<file path="config.mk">
export PLATFORM = sky130hd
export DESIGN_NAME = salc_ctrl
export DESIGN_NICKNAME = d
export VERILOG_FILES = /design/src/rtl/salc_pkg.sv /design/src/rtl/salc_ctrl.sv
export SDC_FILE = /design/constraint.sdc
export NUM_CORES = 1
export LEC_CHECK = 0
export ABC_AREA = 1
export BUFFER_PORTS_ARGS = -buffer_cell sky130_fd_sc_hd__buf_2
export CAP_MARGIN = 10
export CORE_AREA = 2 2 39 41
export DETAILED_ROUTE_END_ITERATION = 16
export DIE_AREA = 0 0 41 43
export GPL_TIMING_DRIVEN = 1
export PLACE_DENSITY = 0.39
export SLEW_MARGIN = 20
export SYNTH_ARGS = -nofsm -noshare
export SYNTH_HDL_FRONTEND = slang
export SYNTH_SLANG_ARGS = --single-unit
</file>
<file path="constraint.sdc">
create_clock -name clk -period 1 [get_ports clk]
set_input_delay 0.05 -clock clk [delete_from_list [all_inputs] [get_ports clk]]
set_output_delay 0.05 -clock clk [all_outputs]
set_load 0.05 [all_outputs]
</file>
<file path="src/rtl/salc_pkg.sv">
package salc_pkg;

  // Default geometry of the tag store
  localparam int DEF_NUM_SETS   = 128;
  localparam int DEF_NUM_WAYS   = 8;
  localparam int DEF_LINE_BYTES = 32;
  localparam int DEF_ADDR_WIDTH = 32;

  // Fixed payload widths of the request and result channels
  localparam int REQ_ADDR_W  = 32;
  localparam int RSP_WAY_W   = 3;
  localparam int RSP_ADDR_W  = 32;

  // Commands from the controller to the datapath
  typedef struct packed {
    logic clear_wr;   // write the reset image into the row at the sweep index
    logic lookup_rd;  // capture the request and read its set row
    logic commit;     // write the updated row and load the result register
  } salc_cmd_t;

  // Status from the datapath to the controller
  typedef struct packed {
    logic clear_last; // the sweep index points at the last row
  } salc_status_t;

endpackage

</file>
<file path="src/rtl/salc_ctrl.sv">
module salc_ctrl import salc_pkg::*; (
  input  logic         clk,
  input  logic         rst_n,
  input  logic         in_valid,
  output logic         in_ready,
  output logic         out_valid,
  input  logic         out_ready,
  output salc_cmd_t    cmd,
  input  salc_status_t st
);

  typedef enum logic [1:0] {
    ST_CLEAR,
    ST_IDLE,
    ST_LOOKUP
  } state_t;

  state_t state_r, state_nxt;
  logic   out_valid_r, out_valid_nxt;

  // Sequence clear sweep, request read and row update
  always_comb begin
    state_nxt     = state_r;
    out_valid_nxt = out_valid_r & ~out_ready;
    cmd           = '0;
    unique case (state_r)
      ST_CLEAR: begin
        cmd.clear_wr = 1'b1;
        if (st.clear_last) begin
          state_nxt = ST_IDLE;
        end
      end
      ST_IDLE: begin
        if (in_valid) begin
          cmd.lookup_rd = 1'b1;
          state_nxt     = ST_LOOKUP;
        end
      end
      ST_LOOKUP: begin
        // hold the lookup while the result register is still full
        if (!out_valid_r || out_ready) begin
          cmd.commit    = 1'b1;
          out_valid_nxt = 1'b1;
          state_nxt     = ST_IDLE;
        end
      end
      default: begin
        state_nxt = ST_CLEAR;
      end
    endcase
  end

  always_ff @(posedge clk) begin
    if (!rst_n) begin
      state_r     <= ST_CLEAR;
      out_valid_r <= 1'b0;
    end else begin
      state_r     <= state_nxt;
      out_valid_r <= out_valid_nxt;
    end
  end

  assign in_ready  = (state_r == ST_IDLE);
  assign out_valid = out_valid_r;

endmodule

</file>
==> impl_metrics.env <==
export IMPL_outcome="finished with violations"
export IMPL_violations="negative setup slack"
export IMPL_grt_pass1_vias=193
export IMPL_finClkSkew_ps=0.395
export IMPL_fin_nets=48
export IMPL_syn_nets=28
export IMPL_port_buffers=9
export IMPL_cts_sinks=3
export IMPL_setup_slack_ps=-23.6
export IMPL_hp_class="input pin to register"
export IMPL_maxSlewViolCount=0
export IMPL_drtIter0Drc=1
export IMPL_max_cap_viol_count=0
export IMPL_relSlewSlack=0.836
export IMPL_fp_dieH_um=43
export IMPL_yosysSeqAreaShare=0.381
export IMPL_die_area_um2=1760
export IMPL_grt_max_degree=6
export IMPL_rsz0062_at_grt="true"
export IMPL_vias=206
export IMPL_cp_start_kind="register"
export IMPL_ios=10
export IMPL_routed_wl_um=418
export IMPL_powerDensity_nw_per_um2=1380
export IMPL_cts_htree_levels=1
export IMPL_ys_seq_elements=3
export IMPL_yosys_area_top_type="dfxtp_1"
export IMPL_n_antenna_cell=0
export IMPL_area_growth_pct=130
export IMPL_syn_avg_cell_area_um2=6.85
export IMPL_critPathSlowestCell="dfxtp_4"
export IMPL_rrSetupSlack_ps=70
export IMPL_antenna_found_initial=0
export IMPL_vias_per_cell=3.55
export IMPL_max_freq_mhz=977
export IMPL_antenna_left=0
export IMPL_cp_required_ps=950
export IMPL_critPathMaxFanout=5
export IMPL_cts_tree="yes"
export IMPL_start_util=0.114
export IMPL_synth_top_cells_by_area="dfxtp_1, inv_1, nor2_2, nand2_1, a21oi_2"
export IMPL_hold_buffers=0
export IMPL_arrival_ps=970
export IMPL_rows=14
export IMPL_track_usage=0.0683
export IMPL_critPathMaxStageDelay_ps=360
export IMPL_worst_slew_pin_slew_ps=247
export IMPL_synth_top_area_frac=0.381
export IMPL_setup_viol=1
export IMPL_design_area_um2=363
export IMPL_finalCriticalPeriod_ps=1020
export IMPL_cts_buffer_depth=2
export IMPL_crit_chain="buf_6, nor2_4, buf_6"
export IMPL_dp_slack_ps=60.6
export IMPL_core_region_area_um2=1380
export IMPL_netlist_area_um2=158
export IMPL_cpMostUsedCell="buf_6"
export IMPL_post_drt_wl_per_cell_um=7.21
export IMPL_path_delay_family="flip-flops"
export IMPL_critical_path_buf_inv_count=2
export IMPL_hold_viol=0
export IMPL_place_area_um2=268
export IMPL_die_x_um=41
export IMPL_first_pass_iters=2
export IMPL_layout_drive_gt1_share=0.762
export IMPL_gp_congestion=0.657
export IMPL_cts_buffers=3
export IMPL_clk_latency_ps=230
export IMPL_p_leak_nw=0.180
export IMPL_clk_pin_slew_ps=40
export IMPL_synth_cell_types=12
export IMPL_endpoint_kind="primary output"
export IMPL_grt_pass1_wl_um=724
export IMPL_peakVddDrop_uv=428
export IMPL_root_buffer="clkbuf_4"
export IMPL_finalCritPeriodShare=1.02
export IMPL_synth_cells=23
export IMPL_drc_errors=0
export IMPL_ys_warn_count=0
export IMPL_criticalPathCategory="register to primary output"
export IMPL_gr_total_overflow=0
==> per-layer routing <==
metal / GRT usage / wire, um / vias to the layer above / share of wire
li1: - / - / 109 / -
met1: 0.0740 / 152 / 88 / 0.36
met2: 0.0844 / 210 / 7 / 0.50
met3: 0.0157 / 36 / 2 / 0.086
met4: 0.100 / 19 / 0 / 0.045
met5: 0 / 0 / - / 0
==> cell type report <==
cell class | instances | area (um2)
Tap cell | 16 | 20.0
Fill cell | 156 | 1020
Sequential cell | 3 | 68.8
Multi-Input combinational cell | 14 | 104
Timing Repair Buffer | 15 | 119
Clock buffer | 4 | 26.3
Inverter | 6 | 25.0
==> sequential cells by signal, indices dropped and copies added, names as in the netlist <==
register,flops
out_valid,1
state_r,2
==> cell usage in the layout, fill, tap and decap left out <==
| cell | Yosys | layout |
|---|---|---|
| buf_4 | 0 | 6 |
| dfxtp_2 | 0 | 1 |
| clkbuf_4 | 0 | 3 |
| a21oi_2 | 1 | 1 |
| nand2_1 | 4 | 4 |
| nor2_4 | 0 | 2 |
| nand3_2 | 0 | 1 |
| inv_4 | 0 | 1 |
| nor3_4 | 0 | 1 |
| buf_8 | 0 | 1 |
| buf_2 | 0 | 5 |
| inv_1 | 5 | 3 |
| inv_2 | 1 | 2 |
| nor2_2 | 3 | 2 |
| buf_6 | 0 | 3 |
| o21ai_0 | 1 | 1 |
| clkbuf_1 | 0 | 1 |
| nand2_2 | 1 | 1 |
| dfxtp_4 | 0 | 2 |
| o21a_1 | 1 | 1 |
==> metrics by stage <==
stage,utilization,hold slack [ps],cells,setup TNS [ps],total power (W)
floorplan,-,167,23,-6.61,0.000216
global placement,0.193,303,51,0,0.000253
detailed placement,0.193,305,51,0,0.000252
CTS,0.256,59.4,58,-67.5,0.000504
global route,0.262,68.1,58,-132,0.000533
finish,0.262,62.4,58,-23.6,0.000499
==> power by group <==
part / switching [W] / internal, W
Combinational: 0.0000860 / 0.0000672
Clock: 0.0000622 / 0.000150
Sequential: 0.00000917 / 0.000125
==> cell families after synthesis <==
group / share of synthesized area
AOI/OAI and AO/OA: 0.135
buffers and inverters: 0.143
DFF: 0.381
and+or+nand+nor: 0.341
==> timing repair <==
item | in CTS | in global routing
pin swaps | 2 | 2
resized for setup | 14 | 3
setup buffers | 3 | 0
setup endpoints to repair | 4 | 3
==> Yosys cell counts, drive strengths merged <==
| cell | instances |
|---|---|
| o21ai | 1 |
| nand3 | 1 |
| nand2 | 5 |
| nor3 | 1 |
| o21a | 1 |
| a21oi | 1 |
| dfxtp | 3 |
| inv | 6 |
| nor2 | 4 |
==> final timing paths <==
| path | start | end | cells past startpoint |
|---|---|---|---|
| hold reg to reg | out_valid | state_r[1] | 4 |
| hold / removal | rst_n | out_valid | 2 |
| setup / recovery | state_r[0] | cmd[2] | 3 |
| setup reg to reg | state_r[0] | state_r[0] | 6 |
(Power assumes the default switching activity.)
